--- src/hw/rtl/kvl_pkg.sv ---
`timescale 1ns / 1ps

package kvl_pkg;

	localparam int MAX_KEYS  = 64;
	localparam int KEY_IDX_W = $clog2(MAX_KEYS);
	localparam int CNT_W     = $clog2(MAX_KEYS + 1);
	// fraction is Q0.16 in 0..65536, so one extra bit
	localparam int FRAC_W    = 17;
	localparam int LANE_LAT  = 4;

	typedef enum logic {
		OP_WRITE  = 1'b0,
		OP_SAMPLE = 1'b1
	} opcode_t;

	typedef struct packed {
		opcode_t            opcode;
		logic [5:0]         key_index;
		logic [31:0]        key_time;
		logic signed [31:0] key_x;
		logic signed [31:0] key_y;
		logic signed [31:0] key_z;
		logic [31:0]        sample_time;
	} in_item_t;

	typedef struct packed {
		logic signed [31:0] out_x;
		logic signed [31:0] out_y;
		logic signed [31:0] out_z;
		logic               empty_error;
	} out_item_t;

	// outcome of the key search
	typedef struct packed {
		logic [KEY_IDX_W-1:0] i0;
		logic [KEY_IDX_W-1:0] i1;
		logic                 pair;
		logic [31:0]          t0;
		logic [31:0]          t1;
	} srch_res_t;

	typedef enum logic [1:0] {
		SRCH_IDLE,
		SRCH_ISSUE,
		SRCH_FIRST,
		SRCH_SCAN
	} srch_state_t;

	typedef enum logic [2:0] {
		ST_IDLE,
		ST_SEARCH,
		ST_DIV,
		ST_LERP,
		ST_EMIT
	} core_state_t;

endpackage

--- src/hw/rtl/kvl_lane.sv ---
`timescale 1ns / 1ps

// one vector component: value store and v0 + floor((v1 - v0) * f / 2^16)
module kvl_lane (
	input  logic                          clk,
	input  logic                          we,
	input  logic [kvl_pkg::KEY_IDX_W-1:0] waddr,
	input  logic signed [31:0]            wdata,
	input  logic [kvl_pkg::KEY_IDX_W-1:0] raddr0,
	input  logic [kvl_pkg::KEY_IDX_W-1:0] raddr1,
	input  logic [kvl_pkg::FRAC_W-1:0]    frac,
	output logic signed [31:0]            result
);

	logic signed [31:0] vmem [kvl_pkg::MAX_KEYS];
	logic signed [31:0] v0_s1, v1_s1, v0_s2, v0_s3, res_s4;
	logic signed [32:0] diff_s2;
	logic signed [kvl_pkg::FRAC_W+33:0] prod_s3;

	always_ff @(posedge clk) begin
		if (we) vmem[waddr] <= wdata;
		v0_s1   <= vmem[raddr0];
		v1_s1   <= vmem[raddr1];
		v0_s2   <= v0_s1;
		diff_s2 <= {v1_s1[31], v1_s1} - {v0_s1[31], v0_s1};
		v0_s3   <= v0_s2;
		prod_s3 <= diff_s2 * $signed({1'b0, frac});
		// arithmetic shift by 16 floors; wraps mod 2^32 with the add
		res_s4  <= v0_s3 + prod_s3[47:16];
	end

	assign result = res_s4;

endmodule

--- config.mk ---
export PLATFORM = sky130hd
export DESIGN_NAME = kvl_lane
export DESIGN_NICKNAME = d
export VERILOG_FILES = /design/src/hw/rtl/kvl_pkg.sv /design/src/hw/rtl/kvl_lane.sv
export SDC_FILE = /design/constraint.sdc
export NUM_CORES = 2
export LEC_CHECK = 0
export BUFFER_PORTS_ARGS = -buffer_cell sky130_fd_sc_hd__buf_2
export CORE_MARGIN = 2
export CORE_UTILIZATION = 63
export DETAILED_ROUTE_END_ITERATION = 6
export HOLD_SLACK_MARGIN = 0.02
export PLACE_DENSITY = 0.79
export SKIP_LAST_GASP = 1
export SLEW_MARGIN = 20
export SYNTH_ARGS = -nofsm -noshare
export SYNTH_HDL_FRONTEND = slang
export SYNTH_SLANG_ARGS = --single-unit
export TNS_END_PERCENT = 5
--- constraint.sdc ---
create_clock -name clk -period 9.05 [get_ports clk]
set_input_delay 1.81 -clock clk [delete_from_list [all_inputs] [get_ports clk]]
set_output_delay 1.81 -clock clk [all_outputs]
set_load 0.1 [all_outputs]
==> run metrics <==
synthesized area per cell=between 15 and 20 µm²; relative slew slack=0.148; Ys Warns=0; Post-synth EDFFs=between 2,000 and 2,500; crit path capture type=flip-flop; worst path arrival time=8450 ps; max_cap viols=0; Core ar.=0.190 mm²; ratio of cells with drive above 1 in the final layout=0.285; worst-margin pin slew=around 1300 ps; H-tree depth=4; worst hold path class=reg -> reg; most area-consuming cells after synthesis=edfxtp_1, mux4_2, fa_1, dfxtp_1, inv_1; RSZ-0062 raised after global routing=false; Layout area overhead=8.96%; setup tns final=0 ps; CTS tree=done; NumNets Final=7,416; vias in the first global route=approximately 73,000; Resized cells post-CTS=0; post-layout min period=roughly 7700 ps; ANT nets after route=0; DR vias/cell=between 7 and 8; largest net degree at the start of global routing=~140; CP Launch Type=input pin; Fmax=0.130 GHz; Seq/Total Area, Yosys=0.550; Final Hold Viols=0; DR WL/cell=approximately 38 µm; Critical Path RT=just under 10,000 ps; clock sink count=2,273; post-synth cell types=65; Die ar.=around 0.19 mm²; clk slew on worst S/H paths=approximately 60 ps; worst hold start=v0_s2[21]; setup violators final=0; Vias=69,600; Initial Utilization=0.632; IO buf count=100; GP Congestion=roughly 0.9; register bit total from synthesis=approximately 2,300; CP Class=in -> reg; Inserted Clock Buffers=between 200 and 250; asr flop ratio synth=0; fillers=about 11,000; CP Max Fanout=22; # DRC=2; CTS Hold Buffers Added=0; area of the mapped netlist=~0.12 mm²; Synth top area share=0.513; failing checks=design-rule violations; die height=440 µm; CTS max path bufs=3; initial antenna violation count=33; final worst-path cycle share=0.851; Post-DP HPWL=approximately 200 mm; Ports=101; Synth area leader=edfxtp_1; first-pass GRT wire length=513 mm; Post-Syn Nets=approximately 7,400; Synth Instances=about 6,600; postcts setup bufs=0; Iter 0 DRT Violations=10,800; Setup Skew=around 37 ps; top_reg_cell synth=edfxtp_1; Max Slew Vio Count=0; critical register-to-register path startpoint=diff_s2[7]; total wire length=roughly 360 mm; worst skew pair latency=870 ps; drt first pass iters=7; crit path from=frac[9]; total track usage=0.377; Root Buffer=clkbuf_16; Cell Rows=160; Overflow after GRT=0; status=finished with violations; Die X=between 400 and 500 µm
==> sequential cells by signal, summed over array words and instances (netlist names) <==
signal,cells
vmem,2048
v0_s2,32
diff_s2,33
prod_s3,32
v0_s1,32
result,32
v0_s3,32
v1_s1,32
==> kinds of logic after synthesis <==
| group | share of synthesized area |
|---|---|
| AO/OA/AOI/OAI | 0.0154 |
| multiplexers | 0.252 |
| buffers and inverters | 0.0348 |
| flip-flops | 0.550 |
| XOR/XNOR | 0.00679 |
| adder cells (fa/ha/maj) | 0.104 |
| AND/OR/NAND/NOR | 0.0365 |
==> Yosys cell counts (30+ instances only) <==
library cell and count:
edfxtp_1 2048, mux4_2 1327, inv_1 645, fa_1 516
and2_1 323, nand2_1 309, clkbuf_1 258, dfxtp_1 225
ha_1 173, nor2_1 110, buf_2 94, a21oi_1 81
o21ai_0 63, xnor2_1 63, a21o_1 30, nand3_1 30
xor2_1 30
==> area by class of cell <==
| type | count | area [µm²] | area share |
|---|---|---|---|
| Antenna cell | 26 | 65.1 | 0.000498 |
| Clock buffer | 274 | 5700 | 0.0436 |
| Clock inverter | 124 | 1430 | 0.0109 |
| Inverter | 645 | 2420 | 0.0185 |
| Multi-Input combinational cell | 3305 | 50300 | 0.385 |
| Sequential cell | 2273 | 66000 | 0.505 |
| Tap cell | 2511 | 3140 | 0.0240 |
| Timing Repair Buffer | 220 | 1690 | 0.0129 |
==> critical path: stages <==
cell      delay (ps)
buf_2            420
buf_4            290
nand2_1          100
fa_1             570
inv_1             60
fa_1             500
inv_1             60
fa_1             540
inv_1             50
fa_1             470
fa_1             500
inv_1             60
fa_1             470
inv_1             40
ha_1             390
nand4_1          120
a21oi_1          280
o211ai_1         300
a21oi_1          420
buf_4            190
nor3_1            90
o31ai_1          420
a21oi_1          140
xnor2_1          130
==> through the flow <==
| stage | instances | setup WS [ps] | util | hold WS, ps | area [µm²] |
|---|---|---|---|---|---|
| 3_5_place_dp | 8954 | 509 | 0.651 | 312 | 124000 |
| 6_report | 9378 | 1350 | 0.689 | 327 | 131000 |
| 5_1_grt | 9364 | 1120 | 0.689 | 331 | 131000 |
| 3_3_place_gp | 8953 | 636 | 0.651 | 310 | 124000 |
| 2_1_floorplan | 6625 | 1740 | - | 310 | 120000 |
| 4_1_cts | 9352 | 1400 | 0.688 | 327 | 131000 |
==> worst paths after layout <==
kind | slack, ps | end | cells after the start
max | 1350 | prod_s3[44] | 24
min | 330 | v0_s3[21] | 0
min reg2reg | 330 | v0_s3[21] | 0
max reg2reg | 2040 | prod_s3[44] | 22
==> routing by layer <==
layer,wire (µm),vias up,part of all wire,global-route usage
met1,113000,36100,0.32,0.475
met4,24600,22,0.069,0.220
li1,-,26000,-,-
met5,222,-,0.00062,0.00347
met3,49100,1370,0.14,0.112
met2,171000,6108,0.48,0.589
==> placed cells by master, fill, tap and decap left out, types with 8 or more instances in the layout <==
cell	instances
nor2b_1	12
o21a_1	18
diode_2	26
nand2b_1	13
clkbuf_16	218
a211oi_1	15
a31oi_1	8
xor2_1	30
bufinv_16	30
nor2_4	62
ha_1	173
o211ai_1	11
buf_4	109
nor2_1	48
nand2_1	309
inv_1	645
and2_1	323
edfxtp_1	2048
mux4_2	1327
buf_2	87
fa_1	516
a21o_1	30
clkinv_2	36
and3_1	8
o21ai_0	63
buf_12	16
a21oi_1	81
nand4_1	15
mux2_2	18
xnor2_1	63
nor3_1	23
clkinv_1	36
o21bai_1	8
mux2i_1	18
dfxtp_1	225
nand3_1	30
clkbuf_1	53
inv_6	10
Power is left out: the tool's default activity adds up to more than one toggle a clock period on the data nets, which glitch-free logic cannot reach.
