## src/hw/rtl/kvl_pkg.sv

```systemverilog
`timescale 1ns / 1ps

package kvl_pkg;

	localparam int MAX_KEYS  = 64;
	localparam int KEY_IDX_W = $clog2(MAX_KEYS);
	localparam int CNT_W     = $clog2(MAX_KEYS + 1);
	// fraction is Q0.16 in 0..65536, so one extra bit
	localparam int FRAC_W    = 17;
	localparam int LANE_LAT  = 4;

	typedef enum logic {
		OP_WRITE  = 1'b0,
		OP_SAMPLE = 1'b1
	} opcode_t;

	typedef struct packed {
		opcode_t            opcode;
		logic [5:0]         key_index;
		logic [31:0]        key_time;
		logic signed [31:0] key_x;
		logic signed [31:0] key_y;
		logic signed [31:0] key_z;
		logic [31:0]        sample_time;
	} in_item_t;

	typedef struct packed {
		logic signed [31:0] out_x;
		logic signed [31:0] out_y;
		logic signed [31:0] out_z;
		logic               empty_error;
	} out_item_t;

	// outcome of the key search
	typedef struct packed {
		logic [KEY_IDX_W-1:0] i0;
		logic [KEY_IDX_W-1:0] i1;
		logic                 pair;
		logic [31:0]          t0;
		logic [31:0]          t1;
	} srch_res_t;

	typedef enum logic [1:0] {
		SRCH_IDLE,
		SRCH_ISSUE,
		SRCH_FIRST,
		SRCH_SCAN
	} srch_state_t;

	typedef enum logic [2:0] {
		ST_IDLE,
		ST_SEARCH,
		ST_DIV,
		ST_LERP,
		ST_EMIT
	} core_state_t;

endpackage

```

## src/hw/rtl/kvl_search.sv

```systemverilog
`timescale 1ns / 1ps

module kvl_search (
	input  logic                           clk,
	input  logic                           arst_n,
	input  logic                           wr_en,
	input  logic [kvl_pkg::KEY_IDX_W-1:0]  wr_addr,
	input  logic [31:0]                    wr_time,
	input  logic                           start,
	input  logic [31:0]                    sample_time,
	input  logic [kvl_pkg::CNT_W-1:0]      n,
	output logic                           done,
	output kvl_pkg::srch_res_t             res
);

	logic [31:0] tmem [kvl_pkg::MAX_KEYS];
	logic [31:0] rd_q;
	logic [31:0] prev_q;
	logic [kvl_pkg::CNT_W-1:0] idx_q;
	logic [kvl_pkg::CNT_W-1:0] cur;
	kvl_pkg::srch_state_t state_q, state_d;
	kvl_pkg::srch_res_t res_d, res_q;
	logic first_hit, pair_hit, last, fin;
	logic done_q;

	// rd_q holds t[idx_q-1]; prev_q holds t[idx_q-2]
	assign cur       = idx_q - kvl_pkg::CNT_W'(1);
	assign first_hit = (n == kvl_pkg::CNT_W'(1)) || (sample_time <= rd_q);
	assign pair_hit  = (prev_q <= sample_time) && (sample_time <= rd_q);
	assign last      = (cur == n - kvl_pkg::CNT_W'(1));

	always_comb begin
		state_d = state_q;
		unique case (state_q)
			kvl_pkg::SRCH_IDLE:  if (start) state_d = kvl_pkg::SRCH_ISSUE;
			kvl_pkg::SRCH_ISSUE: state_d = kvl_pkg::SRCH_FIRST;
			kvl_pkg::SRCH_FIRST: state_d = first_hit ? kvl_pkg::SRCH_IDLE : kvl_pkg::SRCH_SCAN;
			kvl_pkg::SRCH_SCAN:  if (pair_hit || last) state_d = kvl_pkg::SRCH_IDLE;
			default:             state_d = kvl_pkg::SRCH_IDLE;
		endcase
	end

	always_comb begin
		fin        = 1'b0;
		res_d.i0   = '0;
		res_d.i1   = '0;
		res_d.pair = 1'b0;
		res_d.t0   = prev_q;
		res_d.t1   = rd_q;
		unique case (state_q)
			kvl_pkg::SRCH_FIRST: fin = first_hit;
			kvl_pkg::SRCH_SCAN: begin
				fin = pair_hit || last;
				if (pair_hit) begin
					res_d.i0   = kvl_pkg::KEY_IDX_W'(cur - kvl_pkg::CNT_W'(1));
					res_d.i1   = kvl_pkg::KEY_IDX_W'(cur);
					res_d.pair = 1'b1;
				end else begin
					// past the last key: hold the last value
					res_d.i0 = kvl_pkg::KEY_IDX_W'(cur);
					res_d.i1 = kvl_pkg::KEY_IDX_W'(cur);
				end
			end
			default: fin = 1'b0;
		endcase
	end

	always_ff @(posedge clk) begin
		if (wr_en) tmem[wr_addr] <= wr_time;
		rd_q <= tmem[idx_q[kvl_pkg::KEY_IDX_W-1:0]];
		if (state_q == kvl_pkg::SRCH_FIRST || state_q == kvl_pkg::SRCH_SCAN) prev_q <= rd_q;
		if (fin) res_q <= res_d;
	end

	always_ff @(posedge clk or negedge arst_n) begin
		if (!arst_n) begin
			state_q <= kvl_pkg::SRCH_IDLE;
			idx_q   <= '0;
			done_q  <= 1'b0;
		end else begin
			state_q <= state_d;
			done_q  <= fin;
			if (state_q == kvl_pkg::SRCH_IDLE) idx_q <= '0;
			else idx_q <= idx_q + kvl_pkg::CNT_W'(1);
		end
	end

	assign done = done_q;
	assign res  = res_q;

endmodule

```

## config.mk

```make
export PLATFORM = sky130hd
export DESIGN_NAME = kvl_search
export DESIGN_NICKNAME = d
export VERILOG_FILES = /design/src/hw/rtl/kvl_pkg.sv /design/src/hw/rtl/kvl_search.sv
export SDC_FILE = /design/constraint.sdc
export NUM_CORES = 2
export LEC_CHECK = 0
export BUFFER_PORTS_ARGS = -buffer_cell sky130_fd_sc_hd__buf_2
export CORE_ASPECT_RATIO = 1.25
export CORE_MARGIN = 8
export CORE_UTILIZATION = 61
export DETAILED_ROUTE_END_ITERATION = 12
export PLACE_DENSITY = 0.76
export SYNTH_ARGS = -nofsm -noshare
export SYNTH_HDL_FRONTEND = slang
export SYNTH_SLANG_ARGS = --single-unit
```

## constraint.sdc

```tcl
create_clock -name clk -period 12.03 [get_ports clk]
set_clock_uncertainty 0.15 [all_clocks]
set_input_delay 2.406 -clock clk [delete_from_list [all_inputs] [get_ports clk]]
set_output_delay 2.406 -clock clk [all_outputs]
set_load 0.02 [all_outputs]
```

==> results.md <==
- Die H: 431.3 µm
- Critical path type: reg -> reg
- RSZ-0062 raised after global routing: false
- CTS tree: yes
- Flops & latches, synth: 2199
- # DRC: 0
- Die ar.: 150200 µm²
- DR vias/cell: 6.999
- Inserted Clock Buffers: 189
- Share of layout cells above drive strength 1: 32.60%
- Warnings from Yosys: 0
- Crit. End Element: flip-flop
- Routed wire length: 215300 µm
- Initial cell density of the core: 61.38%
- Clock root buffer: clkbuf_16
- Status: finished clean
- Layout overhead on the synthesized area: 11.36%
- Startpoint Class: flip-flop
- Die X: 348.2 µm
- Max-Cap Viols: 0
- Initial antenna violation count: 33
- Slew Viols, Final: 0
- Cell Area, Placed: 87740 µm²
- Setup violators final: 0
- Largest fanout on the critical path: 127
- Comb pwr share: 24.6%
- Core area: 137100 µm²
- Clock share of power: 29.6%
- CTS Hold Buffers Added: 0
- Post-synthesis instance total: 3449
- 1st-iter DRT viols: 5855
- Pint: 0.01443 W
- CTS sink count: 2199
- Crit path time final: 5273 ps
- R2r worst-path depth: 6
- Design Area, Final: 93730 µm²
- Postcts setup bufs: 0
- Mapped Nets: 3601
- Pwr dens: 213.6 nW/µm²
- EDFF count, synth: 2157
- Sequential element share of the synthesized area: 78.01%
- Area leader, netlist: edfxtp_1
- Routed len/inst: 37.48 µm
- Via count: 40200
- Fin cells: 5744
- Switching pwr: 0.005593 W
- PortBufs: 158
- VDD IR-drop max: 0.1599 mV
- Worst-margin pin slew: 1209 ps
- CP dominant cell by count: mux4_2
- Top area cells in the synthesized netlist: edfxtp_1 77%, mux4_2 18%, ha_1 1.1%
- Number of buffers and inverters on the critical path: 3
- Worst-Skew Late Latency: 830 ps
- LEAKAGE: 29.20 nW
- # rows: 152
- Worst EP required: 12560 ps
- Part of the power in registers: 45.9%
- DRT Pass-1 Iters: 5
- Crit-path cells: buf_12, buf_4, buf_4, mux4_2, mux4_2, mux4_2
- Hold path depth: 0
- DPL Wire Length: 107800 µm
- Largest net degree at the start of global routing: 128
- Layout Nets: 3879
- Cell Area, Synth: 84170 µm²
- Hold Path Class: reg -> reg
- CTS max path bufs: 3
- Fmax: 189.7 MHz
- Final Hold Slack: 318.4 ps
- DP Cell Count: 5384
- Yosys cell types: 46
- Slew margin rel.: 19.41%
- WP depth: 6
- Hold Vio Cnt, Final: 0
- CTS resizes: 0
- Tcrit/Tclk final: 43.83%
- Avg Cell Area, Syn: 24.40 µm²
- Total track usage: 28.66%
- CP max stage delay: 890 ps
- First-pass GRT wire length: 302100 µm
- Worst path slowest cell: dfrtp_4
- CP Data Arrival Time: 5800 ps
- IO Pins: 159
- Switching part of the total: 27.94%
- Placer Congestion: 0.8557
- Sum Neg Setup Slack: 0 ps
- Synth top area share: 76.95%
- GR Overflow Total: 0
- Main synth FF type: edfxtp_1
- Worst-path clk slew: 70 ps
- FFs w/ async S/R, synth: 0.4548%
- Post-DRT Antenna Nets: 0
- Vias in the first global route: 40910
- Crit-path leading delay family: buffers and inverters
- CTS H-tree depth: 4
==> worst reg2reg max path, cell delays in order, from the launching register on <==
cell and delay (ps):
dfrtp_4 890, buf_12 710, buf_4 850, buf_4 860
mux4_2 490, mux4_2 600, mux4_2 580
==> cells in the mapped netlist, types with 2 or more instances <==
cell type  count
o21ai_0        9
mux2_2         2
clkbuf_1      86
a21o_1         4
a2111oi_0      2
buf_2         34
buf_6          4
ha_1          71
nor4_1         5
xor2_1         8
nor2b_1        7
o211ai_1       2
edfxtp_1    2157
a21oi_1       23
a211oi_1       3
o31ai_1        4
a221o_1        2
inv_1         73
nor3_1         8
and4_1         2
dfxtp_1       32
dfrtp_1       10
nand2b_1       4
mux4_2       672
buf_4         19
buf_1         19
xnor2_1       15
nand3b_1       2
nand3_1       18
nand4_1       17
a221oi_1       2
nor2_1        89
or3_1          2
nand2_1       30
==> registers in the layout, summed over array words and instances, names as in the netlist <==
register and count:
done 1, idx_q 7, prev_q 32, rd_q 32, res 77, state_q 2, tmem 2048
==> power by group through the flow <==
| stage | logic [W] | registers (W) | clock network (W) |
|---|---|---|---|
| 2_1_floorplan | 0.00339 | 0.00927 | 0 |
| 5_1_grt | 0.00520 | 0.00921 | 0.00620 |
| 4_1_cts | 0.00495 | 0.00918 | 0.00596 |
| 3_3_place_gp | 0.00480 | 0.00933 | 0 |
| 6_report | 0.00492 | 0.00918 | 0.00592 |
| 3_5_place_dp | 0.00486 | 0.00935 | 0 |
==> cells in the final DEF, fill, tap and decap left out, types with 40 or more instances in the layout <==
cell and n:
buf_2 158, buf_4 88, clkbuf_16 196, clkinv_1 40, clkinv_2 41, edfxtp_1 2157, ha_1 71, inv_1 73
mux4_2 672, nor2_4 62
==> per-stage QoR <==
stage	utilization (%)	power [W]	setup WS, ps
floorplan	-	0.01265	5407
global placement	63.99	0.01413	6022
detailed placement	63.99	0.01420	6042
CTS	68.32	0.02010	6734
global route	68.34	0.02061	6605
finish	68.36	0.02002	6757
==> worst paths after layout <==
check                                         start                 end  slack, ps
worst max-delay path             idx_q[1]$_DFF_PN0_     rd_q[9]$_DFF_P_       6760
worst min-delay path            prev_q[0]$_DFFE_PP_   res[32]$_DFFE_PP_        320
worst max register to register   idx_q[1]$_DFF_PN0_     rd_q[9]$_DFF_P_       6760
worst min register to register  prev_q[0]$_DFFE_PP_   res[32]$_DFFE_PP_        320
max in group asynchronous                    arst_n  idx_q[2]$_DFF_PN0_      10090
min in group asynchronous                    arst_n      done$_DFF_PN0_       1340
==> layer usage <==
metal  vias to the layer above  GRT usage [%]  part of all wire [%]
li1                      15360              -                     -
met1                     21160          36.64                    34
met2                      3122          47.21                    50
met3                       547          7.209                    11
met4                        14          12.59                   4.6
met5                         -              0                 0.041
==> cells by family after synthesis <==
group,after synthesis,share of synthesized area (%)
xor gates and xnor gates,23,0.2393
muxes,674,18.01
DFF,2199,78.01
and+or+nand+nor,190,1.036
adders and majority gates,71,1.055
AOI/OAI and AO/OA,57,0.4296
buffers and inverters,235,1.219
==> cell type report <==
type | instances | area [µm²]
sequential | 2199 | 65680
fill | 7752 | 43390
multi-input combinational | 1015 | 17960
clock buffer | 241 | 5204
tap | 1848 | 2312
timing repair buffer | 249 | 1511
clock inverter | 100 | 740.7
inverter | 73 | 274.0
antenna | 19 | 47.55
Note: power is estimated with default switching activity, not from simulation.
