==> config.mk <==
export PLATFORM = sky130hd
export DESIGN_NAME = kvl_div
export DESIGN_NICKNAME = d
export VERILOG_FILES = /design/src/hw/rtl/kvl_pkg.sv /design/src/hw/rtl/kvl_div.sv
export SDC_FILE = /design/constraint.sdc
export NUM_CORES = 1
export LEC_CHECK = 0
export BUFFER_PORTS_ARGS = -buffer_cell sky130_fd_sc_hd__buf_2
export CAP_MARGIN = 0
export CORE_ASPECT_RATIO = 1.5
export CORE_UTILIZATION = 58
export DETAILED_ROUTE_END_ITERATION = 8
export PLACE_DENSITY = 0.78
export SYNTH_ARGS = -nofsm -noshare
export SYNTH_HDL_FRONTEND = slang
export SYNTH_SLANG_ARGS = --single-unit
==> constraint.sdc <==
create_clock -name clk -period 3.4 [get_ports clk]
set_clock_uncertainty 0.05 [all_clocks]
set_input_delay 0.17 -clock clk [delete_from_list [all_inputs] [get_ports clk]]
set_output_delay 0.17 -clock clk [all_outputs]
set_load 0.02 [all_outputs]
==> src/hw/rtl/kvl_pkg.sv <==
`timescale 1ns / 1ps

package kvl_pkg;

	localparam int MAX_KEYS  = 64;
	localparam int KEY_IDX_W = $clog2(MAX_KEYS);
	localparam int CNT_W     = $clog2(MAX_KEYS + 1);
	// fraction is Q0.16 in 0..65536, so one extra bit
	localparam int FRAC_W    = 17;
	localparam int LANE_LAT  = 4;

	typedef enum logic {
		OP_WRITE  = 1'b0,
		OP_SAMPLE = 1'b1
	} opcode_t;

	typedef struct packed {
		opcode_t            opcode;
		logic [5:0]         key_index;
		logic [31:0]        key_time;
		logic signed [31:0] key_x;
		logic signed [31:0] key_y;
		logic signed [31:0] key_z;
		logic [31:0]        sample_time;
	} in_item_t;

	typedef struct packed {
		logic signed [31:0] out_x;
		logic signed [31:0] out_y;
		logic signed [31:0] out_z;
		logic               empty_error;
	} out_item_t;

	// outcome of the key search
	typedef struct packed {
		logic [KEY_IDX_W-1:0] i0;
		logic [KEY_IDX_W-1:0] i1;
		logic                 pair;
		logic [31:0]          t0;
		logic [31:0]          t1;
	} srch_res_t;

	typedef enum logic [1:0] {
		SRCH_IDLE,
		SRCH_ISSUE,
		SRCH_FIRST,
		SRCH_SCAN
	} srch_state_t;

	typedef enum logic [2:0] {
		ST_IDLE,
		ST_SEARCH,
		ST_DIV,
		ST_LERP,
		ST_EMIT
	} core_state_t;

endpackage

==> src/hw/rtl/kvl_div.sv <==
`timescale 1ns / 1ps

// restoring divider, one quotient bit per cycle; dividend is shifted up by 16
module kvl_div (
	input  logic                          clk,
	input  logic                          arst_n,
	input  logic                          start,
	input  logic [31:0]                   dividend,
	input  logic [31:0]                   divisor,
	output logic                          done,
	output logic [kvl_pkg::FRAC_W-1:0]    quo
);

	localparam int STEP_W = $clog2(kvl_pkg::FRAC_W + 1);

	logic [32:0] rem_q;
	logic [31:0] den_q;
	logic [kvl_pkg::FRAC_W-1:0] quo_q;
	logic [STEP_W-1:0] cnt_q;
	logic done_q;
	logic busy, ge;
	logic [32:0] rem_sub;

	assign busy    = (cnt_q != '0);
	assign ge      = (rem_q >= {1'b0, den_q});
	assign rem_sub = ge ? (rem_q - {1'b0, den_q}) : rem_q;

	always_ff @(posedge clk) begin
		if (start) begin
			rem_q <= {1'b0, dividend};
			den_q <= divisor;
			quo_q <= '0;
		end else if (busy) begin
			// remainder stays below the divisor, so 32 bits survive the shift
			rem_q <= {rem_sub[31:0], 1'b0};
			quo_q <= {quo_q[kvl_pkg::FRAC_W-2:0], ge};
		end
	end

	always_ff @(posedge clk or negedge arst_n) begin
		if (!arst_n) begin
			cnt_q  <= '0;
			done_q <= 1'b0;
		end else begin
			done_q <= busy && (cnt_q == STEP_W'(1));
			if (start) cnt_q <= STEP_W'(kvl_pkg::FRAC_W);
			else if (busy) cnt_q <= cnt_q - STEP_W'(1);
		end
	end

	assign done = done_q;
	assign quo  = quo_q;

endmodule

==> impl_results.md <==
* EDFF count, synth at 64
* Number of antenna violations at the first check in global routing at 0
* Antenna-violating nets left at 0
* Storage cell area at 0.00243 mm^2
* Maximum fanout along the worst path at 5
* Overall overflow remaining after global route at 0
* Number of nets in the final layout at 792
* All-layer global routing usage at 27.8%
* Fraction of layout instances using a drive strength above 1 at 18.7%
* Total power consumption of the routed design at 5.65 mW
* Adder-cell share of the synthesized area at 8.27%
* Startpoint type of the worst setup path: register
* Reported leakage power at 2.87 nW
* Post-CTS clock slew at the launch and capture registers of the worst setup and hold paths at 0.07 ns
* Final setup violation count at 0
* Proportion of synthesized area in mux cells at 1.97%
* Sw frac at 41.7%
* Critical Setup Path Class: register to register
* Highest achievable clock rate at 310 MHz
* Insertion delay to the later sink of the worst-skew pair at 0.35 ns
* Number of buffers added on ports at 84
* Number of cell rows at 43
* Residual DRC count at 0
* Netlist area before placement at 0.00553 mm^2
* Routability-driven placement congestion ratio at 0.890
* Endpoints failing hold at 0
* Dominant combinational cell family by area after synthesis: compound AO/OA/AOI/OAI gates
* Wire length of the first global-routing pass at 21100 um
* Die area at 0.00994 mm^2
* Clock root cell: sky130_fd_sc_hd__clkbuf_16
* Initial DRC count at 151
* Library cell appearing most often on the critical path: sky130_fd_sc_hd__inv_1
* Mapped Nets at 687
* Proportion of power drawn by flip-flops and latches at 28.9%
* Fraction of registers with async set/reset at 6.82%
* Average instance area after synthesis at 9.48 um^2
* Buffers & Inverters on Critical Path at 2
* Compound-cell area share of the yosys netlist at 22.5%
* Via count of the first global-routing pass at 4628
* Transition time at the pin with the least slew margin at 0.748 ns
* Yosys warnings at 0
* Max_cap viols at 0
* Via count at 4747
* Simple-gate area share of the yosys netlist at 14.2%
* Final worst-path cycle share at 94.9%
* Class of the most critical hold timing path: input pin to register
* Area of the multi-input gates at 0.00283 mm^2
* Endpoint class of the critical path: register
* Cell Pwr Density at 844 mW/mm^2
* Combinational share of power at 53.7%
* Required time reported for the critical path endpoint at 3.45 ns
* Parity-gate share of the synthesized area counting xor and xnor cells at 3.64%
* Maximum vdd drop at 0.000505 V
* Worst max-slew margin expressed relative to the limit at 50.0%
* Critical path's slowest cell: sky130_fd_sc_hd__a221o_1
* Total number of clock tree sinks at 88
* Routed length per instance at 16.3 um
* Number of H-tree levels at 3
* Fraction of the yosys area taken by sequential cells at 44.0%
* Initial cell density of the core at 59.8%
* Detailed placer's ending HPWL at 9270 um
* Die width at 81.8 um
* DRT Wirelength at 13100 um
* Net switching power figure at 2.36 mW
* Clock tree from TritonCTS: built
* Clock power share at 17.4%
* RSZ-0062 raised after global routing: no
* Total CTS buffers at 9
* Worst EP arrival at 3.28 ns
* Maximum buffer depth of the clock tree at 2
* Run status: complete, no violations
* Top-level I/O count at 85
* Total count of max-transition violations in the final report at 0
* Synth Register Bits at 88
* Largest net degree at the start of global routing at 45
* Final min period at 3.22 ns
* Delay of the slowest cell on the worst path at 0.41 ns
* Filler cell count in the final layout at 750
* Number of library cell types mapped by synthesis at 65
* Number of instances in the synthesized netlist at 584
* Setup_tns at 0 ns
* Min Hold Slack at 0.0431 ns
* Syn-to-layout area delta at 20.9%
* Area of the placeable core at 0.00925 mm^2
* Y dimension of the die at 122 um
* Total internal power at 3.29 mW
* Cells along the critical path: inv_1, ha_1, inv_1, fa_1, a21o_1, a221o_1, a32oi_2, a22oi_1, a31o_2, a211oi_1, o31ai_1, o21a_1
* Dominant synthesized flop cell: sky130_fd_sc_hd__edfxtp_1
* Cell family contributing the most delay on the critical path: compound AO/OA/AOI/OAI gates
* Iteration count of the initial detailed-routing pass at 5
* Post-detailed-route via-to-cell ratio at 5.89
* Diodes inserted at 0
[cell usage in the layout, fill, tap and decap left out, types with 6 or more instances in the layout]
master / n
sky130_fd_sc_hd__a21o_1: 17
sky130_fd_sc_hd__a211oi_1: 7
sky130_fd_sc_hd__nand2b_1: 6
sky130_fd_sc_hd__nand3_1: 7
sky130_fd_sc_hd__edfxtp_1: 64
sky130_fd_sc_hd__a21oi_1: 64
sky130_fd_sc_hd__xnor2_1: 10
sky130_fd_sc_hd__o21a_1: 21
sky130_fd_sc_hd__mux2_2: 7
sky130_fd_sc_hd__xor2_1: 13
sky130_fd_sc_hd__nor2_1: 29
sky130_fd_sc_hd__buf_4: 7
sky130_fd_sc_hd__buf_2: 84
sky130_fd_sc_hd__dlygate4sd3_1: 33
sky130_fd_sc_hd__o21ai_0: 30
sky130_fd_sc_hd__dfrtp_1: 6
sky130_fd_sc_hd__clkbuf_16: 9
sky130_fd_sc_hd__ha_1: 35
sky130_fd_sc_hd__inv_1: 40
sky130_fd_sc_hd__o211ai_1: 13
sky130_fd_sc_hd__nand2_1: 77
sky130_fd_sc_hd__nor3_1: 8
sky130_fd_sc_hd__dfxtp_1: 18
[per-stage QoR]
| step | setup WS (ns) | util [%] | cell area [um^2] | instances |
|---|---|---|---|---|
| 6_report | 0.175 | 72.3 | 6690 | 806 |
| 3_3_place_gp | 0.267 | 65.3 | 6050 | 757 |
| 4_1_cts | 0.120 | 72.1 | 6670 | 806 |
| 2_1_floorplan | 0.462 | - | 5530 | 584 |
| 3_5_place_dp | 0.143 | 65.3 | 6050 | 757 |
| 5_1_grt | 0.0376 | 72.3 | 6690 | 806 |
[metal layers]
metal	GRT usage, %	share of wire, %	vias up
met4	12.2	2.7	0
li1	-	-	2345
met3	4.49	3.8	28
met1	32.5	41	2257
met2	49.0	53	117
met5	0	0	-
[final cells by class]
| class | count | area share [%] |
|---|---|---|
| Multi-Input combinational cell | 423 | 42.3 |
| Sequential cell | 88 | 36.3 |
| Timing Repair Buffer | 126 | 12.6 |
| Clock buffer | 9 | 3.37 |
| Inverter | 41 | 2.30 |
| Tap cell | 112 | 2.09 |
| Clock inverter | 7 | 0.991 |
[power groups by stage]
stage / sequential, mW / combinational [mW] / clock [mW]
after floorplan: 1.62 / 2.26 / 0
after CTS: 1.63 / 2.98 / 0.993
after global routing: 1.66 / 3.33 / 1.04
after global placement: 1.64 / 2.85 / 0
after detailed placement: 1.65 / 2.92 / 0
final: 1.63 / 3.03 / 0.981
[final timing paths]
kind	from	to	slack (ns)	cells after the start
max	rem_q[0]	rem_q[25]	0.18	12
min	dividend[8]	rem_q[8]	0.04	2
max reg2reg	rem_q[0]	rem_q[25]	0.18	12
min reg2reg	quo[16]	quo[16]	0.40	2
max in group asynchronous	arst_n	cnt_q[4]	3.03	2
min in group asynchronous	arst_n	cnt_q[0]	0.12	2
[cells by family (layout without fill, tap and decap cells)]
group           count (synthesis)  in the layout
buf+inv                        73            183
simple gates                  166            166
mux                            10             10
compound gates                188            188
fa+ha+maj                      36             36
xor+xnor                       23             23
flops                          88             88
[worst register-to-register path: stages (launching register included)]
cell and delay [ns]:
sky130_fd_sc_hd__edfxtp_1 0.38, sky130_fd_sc_hd__inv_1 0.07, sky130_fd_sc_hd__ha_1 0.16, sky130_fd_sc_hd__inv_1 0.06, sky130_fd_sc_hd__fa_1 0.40, sky130_fd_sc_hd__a21o_1 0.21
sky130_fd_sc_hd__a221o_1 0.41, sky130_fd_sc_hd__a32oi_2 0.31, sky130_fd_sc_hd__a22oi_1 0.17, sky130_fd_sc_hd__a31o_2 0.28, sky130_fd_sc_hd__a211oi_1 0.24, sky130_fd_sc_hd__o31ai_1 0.11
sky130_fd_sc_hd__o21a_1 0.11
[state kept, by name, summed over array words and instances, names as in the netlist]
| signal | flops |
|---|---|
| rem_q | 33 |
| den_q | 32 |
| quo | 17 |
| cnt_q | 5 |
| done | 1 |
[cell usage after synthesis (4+ instances only)]
| cell type | n | share of area, % |
|---|---|---|
| sky130_fd_sc_hd__inv_1 | 40 | 2.7 |
| sky130_fd_sc_hd__nor2_1 | 29 | 2.0 |
| sky130_fd_sc_hd__nand2b_1 | 6 | 0.68 |
| sky130_fd_sc_hd__or3_1 | 4 | 0.45 |
| sky130_fd_sc_hd__o21a_1 | 21 | 2.8 |
| sky130_fd_sc_hd__dfxtp_1 | 18 | 6.5 |
| sky130_fd_sc_hd__nand4_1 | 5 | 0.57 |
| sky130_fd_sc_hd__ha_1 | 35 | 7.9 |
| sky130_fd_sc_hd__nor4_1 | 5 | 0.57 |
| sky130_fd_sc_hd__nor3_1 | 8 | 0.72 |
| sky130_fd_sc_hd__a211oi_1 | 7 | 0.95 |
| sky130_fd_sc_hd__xnor2_1 | 10 | 1.6 |
| sky130_fd_sc_hd__mux2_2 | 7 | 1.4 |
| sky130_fd_sc_hd__dfrtp_1 | 6 | 2.7 |
| sky130_fd_sc_hd__nand2_1 | 77 | 5.2 |
| sky130_fd_sc_hd__and2_1 | 5 | 0.57 |
| sky130_fd_sc_hd__and3_1 | 4 | 0.45 |
| sky130_fd_sc_hd__buf_2 | 13 | 1.2 |
| sky130_fd_sc_hd__a21o_1 | 17 | 2.3 |
| sky130_fd_sc_hd__clkbuf_1 | 15 | 1.0 |
| sky130_fd_sc_hd__a21oi_1 | 64 | 5.8 |
| sky130_fd_sc_hd__nand3_1 | 7 | 0.63 |
| sky130_fd_sc_hd__o21ai_0 | 30 | 2.7 |
| sky130_fd_sc_hd__o211ai_1 | 13 | 1.8 |
| sky130_fd_sc_hd__edfxtp_1 | 64 | 35 |
| sky130_fd_sc_hd__xor2_1 | 13 | 2.1 |
[repair_timing]
action / CTS / global route
gates resized for setup: 0 / 3
endpoints found under the setup margin: 0 / 3
setup buffers: 0 / 0
endpoints found under the hold margin: 38 / 0
hold buffers: 33 / 0
Note: power is estimated with default switching activity, not from simulation.
